## config.mk

```make
export PLATFORM = sky130hd
export DESIGN_NAME = lfu_aging_cache_replacement_flat
export DESIGN_NICKNAME = d
export VERILOG_FILES = /design/src/hw/rtl/lac_pkg.sv /design/src/hw/rtl/lac_req_if.sv /design/src/hw/rtl/lac_rsp_if.sv /design/src/hw/rtl/lfu_aging_cache_replacement.sv /design/src/hw/rtl/lac_victim.sv /design/src/flat_wrapper.sv
export VERILOG_INCLUDE_DIRS = /design/src /design/src/hw/rtl
export SDC_FILE = /design/constraint.sdc
export NUM_CORES = 1
export LEC_CHECK = 0
export BUFFER_PORTS_ARGS = -buffer_cell sky130_fd_sc_hd__buf_4
export CORE_ASPECT_RATIO = 1.5
export CORE_MARGIN = 4
export CORE_UTILIZATION = 40
export CTS_CLUSTER_DIAMETER = 200
export CTS_CLUSTER_SIZE = 28
export DETAILED_ROUTE_END_ITERATION = 8
export SETUP_SLACK_MARGIN = 0.2
export SYNTH_ARGS = -nofsm -noshare
export SYNTH_HDL_FRONTEND = slang
export SYNTH_SLANG_ARGS = --single-unit
```

## constraint.sdc

```tcl
create_clock -name clk_i -period 13.15 [get_ports clk_i]
set_clock_uncertainty 0.2 [all_clocks]
set_input_delay 1.315 -clock clk_i [delete_from_list [all_inputs] [get_ports clk_i]]
set_output_delay 1.315 -clock clk_i [all_outputs]
set_load 0.02 [all_outputs]
```

## src/hw/rtl/assert_macros.svh

```systemverilog
// Concurrent assertion helpers for the replacement block.
`ifndef ASSERT_MACROS_SVH
`define ASSERT_MACROS_SVH

// Check a property on clk, off while rst_n is low.
`define LAC_ASSERT(label, clk, rst_n, prop, msg) \
  label: assert property (@(posedge clk) disable iff (!rst_n) prop) else $error(msg);

// Check a property on clk at every edge, reset included.
`define LAC_ASSERT_ALWAYS(label, clk, prop, msg) \
  label: assert property (@(posedge clk) prop) else $error(msg);

`endif

```

## src/hw/rtl/lac_pkg.sv

```systemverilog
`default_nettype none

package lac_pkg;

  localparam int unsigned WAYS_DEF       = 4;
  localparam int unsigned KEY_BITS_DEF   = 8;
  localparam int unsigned COUNT_BITS_DEF = 8;

  localparam int unsigned LIMIT_BITS = 8;
  localparam int unsigned TOTAL_BITS = 16;
  localparam int unsigned SLOT_BITS  = 2;

  localparam logic [LIMIT_BITS-1:0] IDLE_LIMIT_RST = 8'd10;

endpackage

`default_nettype wire

```

## src/hw/rtl/lac_req_if.sv

```systemverilog
`default_nettype none

interface lac_req_if #(
  parameter int unsigned KEY_BITS = lac_pkg::KEY_BITS_DEF
);
  logic                valid;
  logic                ready;
  logic [KEY_BITS-1:0] key;

  modport source (output valid, output key, input ready);
  modport sink   (input valid, input key, output ready);
endinterface

`default_nettype wire

```

## src/hw/rtl/lac_rsp_if.sv

```systemverilog
`default_nettype none

interface lac_rsp_if #(
  parameter int unsigned KEY_BITS = lac_pkg::KEY_BITS_DEF
);
  logic                             valid;
  logic                             ready;
  logic                             hit;
  logic [lac_pkg::SLOT_BITS-1:0]    slot;
  logic                             evicted_valid;
  logic [KEY_BITS-1:0]              evicted_key;
  logic [lac_pkg::TOTAL_BITS-1:0]   hit_total;
  logic [lac_pkg::TOTAL_BITS-1:0]   access_total;

  modport source (output valid, output hit, output slot, output evicted_valid,
                  output evicted_key, output hit_total, output access_total,
                  input ready);
  modport sink   (input valid, input hit, input slot, input evicted_valid,
                  input evicted_key, input hit_total, input access_total,
                  output ready);
endinterface

`default_nettype wire

```

## src/hw/rtl/lfu_aging_cache_replacement.sv

```systemverilog
// channel   dir  handshake            payload
// req_i     in   valid/ready          key
// rsp_o     out  valid/ready          hit, slot, evicted_valid, evicted_key,
//                                     hit_total, access_total
// cfg       in   cfg_we_i, no stall   idle_limit on cfg_wdata_i
//
// One access per cycle unless rsp_o stalls; path: input register, then
// lookup, victim choice and state update into the response register.
// rst_ni clears slot valid bits, totals, idle_limit (to 10) and both stages.
// A stalled response holds the response register and the input register;
// req_i.ready stays high while the input register can move on.
`default_nettype none
`include "assert_macros.svh"

module lfu_aging_cache_replacement #(
  parameter int unsigned WAYS       = lac_pkg::WAYS_DEF,
  parameter int unsigned KEY_BITS   = lac_pkg::KEY_BITS_DEF,
  parameter int unsigned COUNT_BITS = lac_pkg::COUNT_BITS_DEF
) (
  input  logic                            clk_i,
  input  logic                            rst_ni,
  lac_req_if.sink                         req_i,
  lac_rsp_if.source                       rsp_o,
  input  logic                            cfg_we_i,
  input  logic [lac_pkg::LIMIT_BITS-1:0]  cfg_wdata_i
);

  localparam int unsigned IDX_W = (WAYS > 1) ? $clog2(WAYS) : 1;
  localparam int unsigned TB    = lac_pkg::TOTAL_BITS;

  logic                 in_valid_q;
  logic [KEY_BITS-1:0]  in_key_q;

  logic [WAYS-1:0]      valid_q, valid_d;
  logic [KEY_BITS-1:0]  keys_q     [WAYS];
  logic [KEY_BITS-1:0]  keys_d     [WAYS];
  logic [COUNT_BITS-1:0] use_cnt_q  [WAYS];
  logic [COUNT_BITS-1:0] use_cnt_d  [WAYS];
  logic [COUNT_BITS-1:0] idle_cnt_q [WAYS];
  logic [COUNT_BITS-1:0] idle_cnt_d [WAYS];
  logic [WAYS-1:0]      older_q    [WAYS];
  logic [WAYS-1:0]      older_d    [WAYS];
  logic [TB-1:0]        hits_q, hits_d;
  logic [TB-1:0]        acc_q, acc_d;
  logic [lac_pkg::LIMIT_BITS-1:0] limit_q;

  logic                 rsp_valid_q;
  logic                 rsp_hit_q;
  logic [IDX_W-1:0]     rsp_slot_q;
  logic                 rsp_ev_q;
  logic [KEY_BITS-1:0]  rsp_ev_key_q;

  logic                 advance;
  logic                 proc;
  logic [WAYS-1:0]      hit_vec;
  logic                 hit;
  logic                 full;
  logic [IDX_W-1:0]     hit_idx;
  logic [IDX_W-1:0]     empty_idx;
  logic [IDX_W-1:0]     victim;
  logic [IDX_W-1:0]     sel;
  logic                 evict;
  logic [KEY_BITS-1:0]  ev_key;

  assign advance     = !rsp_valid_q || rsp_o.ready;
  assign proc        = in_valid_q && advance;
  assign req_i.ready = !in_valid_q || advance;

  lac_victim #(
    .WAYS       (WAYS),
    .COUNT_BITS (COUNT_BITS)
  ) u_victim (
    .valid_i    (valid_q),
    .use_cnt_i  (use_cnt_q),
    .idle_cnt_i (idle_cnt_q),
    .older_i    (older_q),
    .limit_i    (limit_q),
    .victim_o   (victim)
  );

  always_comb begin
    hit_idx   = '0;
    empty_idx = '0;
    for (int i = WAYS - 1; i >= 0; i--) begin
      hit_vec[i] = valid_q[i] && (keys_q[i] == in_key_q);
      if (hit_vec[i]) hit_idx = IDX_W'(i);
      if (!valid_q[i]) empty_idx = IDX_W'(i);
    end
    hit    = |hit_vec;
    full   = &valid_q;
    evict  = !hit && full;
    sel    = hit ? hit_idx : (full ? victim : empty_idx);
    ev_key = evict ? keys_q[victim] : '0;
  end

  always_comb begin
    valid_d    = valid_q;
    keys_d     = keys_q;
    use_cnt_d  = use_cnt_q;
    idle_cnt_d = idle_cnt_q;
    older_d    = older_q;
    hits_d     = hits_q;
    acc_d      = (acc_q == '1) ? acc_q : TB'(acc_q + 1'b1);

    valid_d[sel] = 1'b1;
    if (hit) begin
      hits_d         = (hits_q == '1) ? hits_q : TB'(hits_q + 1'b1);
      use_cnt_d[sel] = (use_cnt_q[sel] == '1) ? use_cnt_q[sel] :
                       COUNT_BITS'(use_cnt_q[sel] + 1'b1);
    end else begin
      keys_d[sel]    = in_key_q;
      use_cnt_d[sel] = COUNT_BITS'(1);
      // make the filled slot newest in fill order
      older_d[sel]   = '0;
      for (int j = 0; j < WAYS; j++) begin
        if (IDX_W'(j) != sel) older_d[j][sel] = 1'b1;
      end
    end

    for (int i = 0; i < WAYS; i++) begin
      if (valid_d[i]) begin
        if (IDX_W'(i) == sel) begin
          idle_cnt_d[i] = '0;
        end else begin
          idle_cnt_d[i] = (idle_cnt_q[i] == '1) ? idle_cnt_q[i] :
                          COUNT_BITS'(idle_cnt_q[i] + 1'b1);
        end
      end
    end
  end

  always_ff @(posedge clk_i or negedge rst_ni) begin
    if (!rst_ni) begin
      in_valid_q  <= 1'b0;
      rsp_valid_q <= 1'b0;
      valid_q     <= '0;
      hits_q      <= '0;
      acc_q       <= '0;
      limit_q     <= lac_pkg::IDLE_LIMIT_RST;
    end else begin
      if (req_i.ready) in_valid_q <= req_i.valid;
      if (proc) begin
        rsp_valid_q <= 1'b1;
        valid_q     <= valid_d;
        hits_q      <= hits_d;
        acc_q       <= acc_d;
      end else if (rsp_o.ready) begin
        rsp_valid_q <= 1'b0;
      end
      if (cfg_we_i) limit_q <= cfg_wdata_i;
    end
  end

  always_ff @(posedge clk_i) begin
    if (req_i.ready && req_i.valid) in_key_q <= req_i.key;
    if (proc) begin
      keys_q       <= keys_d;
      use_cnt_q    <= use_cnt_d;
      idle_cnt_q   <= idle_cnt_d;
      older_q      <= older_d;
      rsp_hit_q    <= hit;
      rsp_slot_q   <= sel;
      rsp_ev_q     <= evict;
      rsp_ev_key_q <= ev_key;
    end
  end

  assign rsp_o.valid         = rsp_valid_q;
  assign rsp_o.hit           = rsp_hit_q;
  assign rsp_o.slot          = lac_pkg::SLOT_BITS'(rsp_slot_q);
  assign rsp_o.evicted_valid = rsp_ev_q;
  assign rsp_o.evicted_key   = rsp_ev_key_q;
  assign rsp_o.hit_total     = hits_q;
  assign rsp_o.access_total  = acc_q;

  `LAC_ASSERT(a_evict_when_full, clk_i, rst_ni, rsp_valid_q && rsp_ev_q |-> !rsp_hit_q && (&valid_q), "eviction reported while a slot was empty")
  `LAC_ASSERT(a_slot_valid, clk_i, rst_ni, proc |=> valid_q[$past(sel)], "reported slot not valid after access")
  `LAC_ASSERT(a_valid_keep, clk_i, rst_ni, 1'b1 |=> ((valid_q & $past(valid_q)) == $past(valid_q)), "slot valid bit dropped")
  `LAC_ASSERT(a_acc_step, clk_i, rst_ni, proc && (acc_q != '1) |=> acc_q == $past(acc_q) + 1'b1, "access total missed an item")
  `LAC_ASSERT_ALWAYS(a_reset_idle, clk_i, !rst_ni |-> !rsp_valid_q && !in_valid_q, "pipeline busy during reset")

endmodule

`default_nettype wire

```

## src/hw/rtl/lac_victim.sv

```systemverilog
`default_nettype none

module lac_victim #(
  parameter int unsigned WAYS       = lac_pkg::WAYS_DEF,
  parameter int unsigned COUNT_BITS = lac_pkg::COUNT_BITS_DEF,
  localparam int unsigned IDX_W     = (WAYS > 1) ? $clog2(WAYS) : 1
) (
  input  logic [WAYS-1:0]                  valid_i,
  input  logic [COUNT_BITS-1:0]            use_cnt_i  [WAYS],
  input  logic [COUNT_BITS-1:0]            idle_cnt_i [WAYS],
  input  logic [WAYS-1:0]                  older_i    [WAYS],
  input  logic [lac_pkg::LIMIT_BITS-1:0]   limit_i,
  output logic [IDX_W-1:0]                 victim_o
);

  localparam int unsigned CW = (COUNT_BITS > lac_pkg::LIMIT_BITS) ?
                               COUNT_BITS : lac_pkg::LIMIT_BITS;

  logic [WAYS-1:0] idle_hit;
  logic [WAYS-1:0] lfu_win;

  always_comb begin
    for (int i = 0; i < WAYS; i++) begin
      idle_hit[i] = valid_i[i] && (CW'(idle_cnt_i[i]) > CW'(limit_i));
      lfu_win[i]  = valid_i[i];
      for (int j = 0; j < WAYS; j++) begin
        if (j != i && valid_i[j] &&
            !((use_cnt_i[i] < use_cnt_i[j]) ||
              ((use_cnt_i[i] == use_cnt_i[j]) && older_i[i][j]))) begin
          lfu_win[i] = 1'b0;
        end
      end
    end
  end

  always_comb begin
    victim_o = '0;
    if (|idle_hit) begin
      for (int i = WAYS - 1; i >= 0; i--) begin
        if (idle_hit[i]) victim_o = IDX_W'(i);
      end
    end else begin
      for (int i = WAYS - 1; i >= 0; i--) begin
        if (lfu_win[i]) victim_o = IDX_W'(i);
      end
    end
  end

endmodule

`default_nettype wire

```

## src/flat_wrapper.sv

```systemverilog
// flat-port wrapper written by rule: the top's interface ports become plain ports
module lfu_aging_cache_replacement_flat 
#(
  parameter int unsigned WAYS       = lac_pkg::WAYS_DEF,
  parameter int unsigned KEY_BITS   = lac_pkg::KEY_BITS_DEF,
  parameter int unsigned COUNT_BITS = lac_pkg::COUNT_BITS_DEF
)
  (clk_i, rst_ni, cfg_we_i, cfg_wdata_i, req_i_valid, req_i_key, req_i_ready, rsp_o_valid, rsp_o_hit, rsp_o_slot, rsp_o_evicted_valid, rsp_o_evicted_key, rsp_o_hit_total, rsp_o_access_total, rsp_o_ready);
  lac_req_if #(.KEY_BITS(KEY_BITS)) req_i_i ();
  lac_rsp_if #(.KEY_BITS(KEY_BITS)) rsp_o_i ();
  input  logic clk_i;
  input  logic rst_ni;
  input  logic cfg_we_i;
  input  logic [lac_pkg::LIMIT_BITS-1:0] cfg_wdata_i;
  input wire logic [$bits(req_i_i.valid)-1:0] req_i_valid;
  input wire logic [$bits(req_i_i.key)-1:0] req_i_key;
  output wire logic [$bits(req_i_i.ready)-1:0] req_i_ready;
  output wire logic [$bits(rsp_o_i.valid)-1:0] rsp_o_valid;
  output wire logic [$bits(rsp_o_i.hit)-1:0] rsp_o_hit;
  output wire logic [$bits(rsp_o_i.slot)-1:0] rsp_o_slot;
  output wire logic [$bits(rsp_o_i.evicted_valid)-1:0] rsp_o_evicted_valid;
  output wire logic [$bits(rsp_o_i.evicted_key)-1:0] rsp_o_evicted_key;
  output wire logic [$bits(rsp_o_i.hit_total)-1:0] rsp_o_hit_total;
  output wire logic [$bits(rsp_o_i.access_total)-1:0] rsp_o_access_total;
  input wire logic [$bits(rsp_o_i.ready)-1:0] rsp_o_ready;
  assign req_i_i.valid = req_i_valid;
  assign req_i_i.key = req_i_key;
  assign req_i_ready = req_i_i.ready;
  assign rsp_o_valid = rsp_o_i.valid;
  assign rsp_o_hit = rsp_o_i.hit;
  assign rsp_o_slot = rsp_o_i.slot;
  assign rsp_o_evicted_valid = rsp_o_i.evicted_valid;
  assign rsp_o_evicted_key = rsp_o_i.evicted_key;
  assign rsp_o_hit_total = rsp_o_i.hit_total;
  assign rsp_o_access_total = rsp_o_i.access_total;
  assign rsp_o_i.ready = rsp_o_ready;
  lfu_aging_cache_replacement #(.WAYS(WAYS), .KEY_BITS(KEY_BITS), .COUNT_BITS(COUNT_BITS)) u_core (.clk_i(clk_i), .rst_ni(rst_ni), .req_i(req_i_i), .rsp_o(rsp_o_i), .cfg_we_i(cfg_we_i), .cfg_wdata_i(cfg_wdata_i));
endmodule
```

# Yosys cells after proc, flatten, opt, wreduce, memory -nomap -nowiden
# Cells that the tools add are included.
# word_totals
regBits	178
# classes
mux	57
eq_ne	33
n_reduce_logical	79
order_cmp	21
n_bitwise	15
addsub	7
# op_table
cell	count
8-bit == test	16
8-bit less-than comparator	12
8-bit two-way mux	10
32-bit bitwise mux	2
8-bit by 1-bit adder with 8-bit output, second input constant	5
8-bit == test, second input constant	5
2-bit two-way mux	19
1-bit logical AND	37
16-bit by 1-bit adder with 16-bit output, second input constant	2
8-bit binary-select mux with 2-bit select	2
16-bit == test, second input constant	2
8-bit > comparator	4
32-bit two-way mux	1
28-bit bitwise AND	1
28-bit NOT	1
4-bit OR	6
4-bit two-way mux	5
16-bit bitwise AND	1
8-bit demux with 2-bit select	1
16-bit NOT	1
1-bit logical NOT	15
1-bit two-way mux	15
3-bit AND reduction	5
1-bit logical OR	14
18 further kinds	30

# Logic depth before layout (Yosys ltp)
# logic_depth
depth_word	24
mapped_depth	19
ltp_nobuf	17

# Cells and area by module
# A second synthesis with hierarchy kept.
# hier_totals
cells_unflattened	922
hier_area_um2	10403.7
# by_module_without_submodules
module	seq_area_each_um2	instances	area_each_um2	cells_per_inst
lfu_aging_cache_replacement	5117.4	1	8343.0	652
lac_victim	0.0	1	2060.7	270

# Worst setup path before layout
# No wires, ideal clock.
# synth_timing
path_kind	register to register
start	reg u_core.limit_q[1] (netlist name)
end	reg u_core.use_cnt_q[14] (netlist name), data pin
arrival_time_ps	4161
setup_time_ps	260
n_path_buf	3
slack_ps	8529
stages_incl_launch_ff	20
path_cell_list	dfstp_2 inv_1 ha_1 nor2b_1 o21a_1 o21a_1 o311ai_4 nand2_2 a221oi_4 a21boi_4 buf_6 buf_2 buf_2 nand2_1 a22oi_1 ha_1 inv_1 or3_1 o21ai_2 o21ai_1
# synth_lines
item	line_no	text
from (decl)	lfu_aging_cache_replacement.sv:45	logic [lac_pkg::LIMIT_BITS-1:0] limit_q;
from (signal assigned)	lfu_aging_cache_replacement.sv:139	limit_q <= lac_pkg::IDLE_LIMIT_RST;
from (signal assigned)	lfu_aging_cache_replacement.sv:150	if (cfg_we_i) limit_q <= cfg_wdata_i;
to (signal assigned)	lfu_aging_cache_replacement.sv:158	use_cnt_q <= use_cnt_d;
to (decl)	lfu_aging_cache_replacement.sv:37	logic [COUNT_BITS-1:0] use_cnt_q [WAYS];

==> flow_metrics.env <==
export IMPL_via_per_inst=5.55
export IMPL_stdcell_count=1391
export IMPL_drtAntennaViolNets=0
export IMPL_finalNetCount=1158
export IMPL_path_common_cell="o21a_1"
export IMPL_worst_path_max_fanout=35
export IMPL_clock_sinks=174
export IMPL_dieArea_um2=28500
export IMPL_antennaDiodeCount=0
export IMPL_synth_area_leaders="edfxtp_1 37%, dfrtp_1 11%, ha_1 11%"
export IMPL_std_cell_rows=71
export IMPL_critPathMaxStageDelay_ns=0.73
export IMPL_cts_resized=0
export IMPL_initial_core_util_pct=41.0
export IMPL_clkTransAtPathRegs_ns=0.07
export IMPL_yosysUniqueCellTypes=64
export IMPL_overflow=0
export IMPL_fin_crit_ns=5.67
export IMPL_insertion_delay_ns=0.44
export IMPL_fin_crit_sh_pct=43.1
export IMPL_critical_path_arrival_ns=5.78
export IMPL_io_pins=67
export IMPL_final_max_slew_viol_count=0
export IMPL_dpl_hpwl_mm=20.2
export IMPL_globalplace_congestion=0.907
export IMPL_placed_cells=1359
export IMPL_antenna_found_initial=0
export IMPL_io_buffers=66
export IMPL_rsz0062_at_grt="no"
export IMPL_cp_cell_sequence="inv_1 -> ha_1 -> nor2b_1 -> o21a_1 -> o21a_1 -> o31ai_2 -> nand2_2 -> a221oi_4 -> a21boi_4 -> a2111oi_0 -> or3_4 -> or4b_4 -> nor3_2 -> mux2i_1 -> a22o_1"
export IMPL_status="finished clean"
export IMPL_netlist_area_um2=10300
export IMPL_die_y_um=205
export IMPL_setup_worst_path_end_class="register"
export IMPL_cap_violations=0
export IMPL_synth_commonest_cells="128 x edfxtp_1, 97 x nand2_1, 97 x nor2_1, 87 x ha_1, 63 x xnor2_1"
export IMPL_synth_ff_type="edfxtp_1"
export IMPL_ys_warn_count=0
export IMPL_path_class="reg -> reg"
export IMPL_ys_ff_latch=174
export IMPL_drtPass1Iterations=5
export IMPL_cp_start_kind="register"
export IMPL_final_hold_violation_count=0
export IMPL_clock_path_buffers=2
export IMPL_grt_max_degree=47
export IMPL_grt_pass1_wl_mm=42.2
export IMPL_synth_edf_count=128
export IMPL_yosysMostFrequentCell="edfxtp_1"
export IMPL_htree_levels=4
export IMPL_wl_mm=26.7
export IMPL_rrSetupSlack_ns=7.48
export IMPL_finalSetupTns_ns=0
export IMPL_fp_coreArea_um2=25200
export IMPL_drive_above_1_share_pct=12.4
export IMPL_drc_errors=0
export IMPL_slew_headroom_pct=29.5
export IMPL_setup_viol=0
export IMPL_cts_root_buf="clkbuf_16"
export IMPL_async_flop_share_pct=26.4
export IMPL_cts_buffers=17
export IMPL_tightest_slew_ns=1.05
export IMPL_hold_class="reg -> reg"
export IMPL_grt_pass1_vias=7886
export IMPL_cts_setup_buffers=0
export IMPL_synth_area_leader_cell="edfxtp_1"
export IMPL_routedWlPerCell_um=19.2
export IMPL_final_core_util_pct=46.5
export IMPL_syn_avg_cell_area_um2=10.4
export IMPL_hold_buffers=0
export IMPL_synth_fp_nets=1097
export IMPL_vias=7724
export IMPL_cts_tree="yes"
export IMPL_timing_fmax_mhz=176
export IMPL_die_width_um=139
export IMPL_drtIter0Drc=383
export IMPL_yosys_area_top_type_share_pct=37.2
export IMPL_yosysSeqAreaShare_pct=48.4
export IMPL_synth_cells=989
export IMPL_cp_slowest_cell="a21boi_4"
export IMPL_grt_usage_pct=18.9
export IMPL_syn_to_final_growth_pct=13.6
export IMPL_crit_required_ns=13.26
through the flow:
stage | instance area, µm² | worst slack, ns | hold WS [ns]
after floorplan | 10300 | 8.53 | 0.257
after global placement | 11100 | 7.62 | 0.279
after detailed placement | 11100 | 7.53 | 0.292
after CTS | 11700 | 7.50 | 0.297
after global routing | 11700 | 7.06 | 0.323
final | 11700 | 7.48 | 0.295
metal layers:
metal  track usage (%)  up-vias  share of wire, %
li1                  -     3714                 -
met5                 0        -                 0
met2              34.9      223                53
met4              10.1        0               4.7
met3              2.99       72               3.5
met1              20.6     3715                39
critical path, delay by kind of cell (launching register included):
kind	cells	cell delay (ns)
multiplexers	1	0.43
buffers and inverters	1	0.09
AO/OA/AOI/OAI	7	2.42
flip-flops	1	0.52
adder cells (fa/ha/maj)	1	0.32
AND/OR/NAND/NOR	5	1.55
logic make-up after synthesis:
logic type               count (synthesis)  share of synthesized area, %
AO/OA/AOI/OAI                          171                          11.0
buffers and inverters                   92                          3.68
XOR/XNOR                                86                          7.29
AND/OR/NAND/NOR                        354                          16.5
multiplexers                            25                          2.58
flip-flops                             174                          48.4
adder cells (fa/ha/maj)                 87                          10.5
area by class of cell:
| class | instances | area (µm²) |
|---|---|---|
| clock inverters | 15 | 185 |
| well taps | 328 | 410 |
| inverters | 63 | 236 |
| flip-flops and latches | 174 | 5000 |
| multi-input cells | 723 | 4950 |
| fillers | 2426 | 13500 |
| repair buffers | 71 | 533 |
| clock buffers | 17 | 425 |
final timing paths:
kind / depth (start not counted) / from / endpoint
min in group asynchronous: 1 / rst_ni / u_core.rsp_o.hit_total[6]$_DFFE_PN0P_
max in group asynchronous: 1 / rst_ni / u_core.valid_q[3]$_DFFE_PN0P_
min reg2reg: 1 / u_core.in_valid_q$_DFFE_PN0N_ / u_core.rsp_o.valid$_DFFE_PN0P_
min: 1 / u_core.in_valid_q$_DFFE_PN0N_ / u_core.rsp_o.valid$_DFFE_PN0P_
max reg2reg: 15 / u_core.limit_q[1]$_DFFE_PN1P_ / u_core.use_cnt_q[31]$_DFFE_PP_
max: 15 / u_core.limit_q[1]$_DFFE_PN1P_ / u_core.use_cnt_q[31]$_DFFE_PP_
cell usage in the layout, fill, tap and decap left out, types with 7 or more instances in the layout:
| cell type | count |
|---|---|
| nor2_1 | 97 |
| mux2_2 | 13 |
| or3_1 | 9 |
| o21a_1 | 8 |
| edfxtp_1 | 128 |
| nand4_1 | 35 |
| dfrtp_1 | 44 |
| nand2_1 | 97 |
| nor3_1 | 20 |
| ha_1 | 87 |
| and3_1 | 25 |
| xnor2_1 | 63 |
| clkbuf_16 | 17 |
| inv_1 | 61 |
| a21oi_1 | 43 |
| xor2_1 | 23 |
| nor2b_1 | 8 |
| o21ai_1 | 7 |
| o21ai_0 | 45 |
| o211ai_1 | 7 |
| a21o_1 | 8 |
| a211oi_1 | 11 |
| nand3_1 | 35 |
| a2111oi_0 | 8 |
| buf_4 | 71 |
| mux2i_1 | 12 |
registers in the layout (all words and copies together), names as in the netlist, 4 cells and up, named ones only:
register,flops
u_core.rsp_o.hit_total,16
u_core.limit_q,8
u_core.rsp_o.evicted_key,8
u_core.valid_q,4
u_core.in_key_q,8
u_core.keys_q,32
u_core.use_cnt_q,32
u_core.older_q,4
u_core.idle_cnt_q,32
u_core.rsp_o.access_total,16
Power is not shown: default switching activity piles up to over one toggle a cycle in this logic, so the estimate is an artifact.
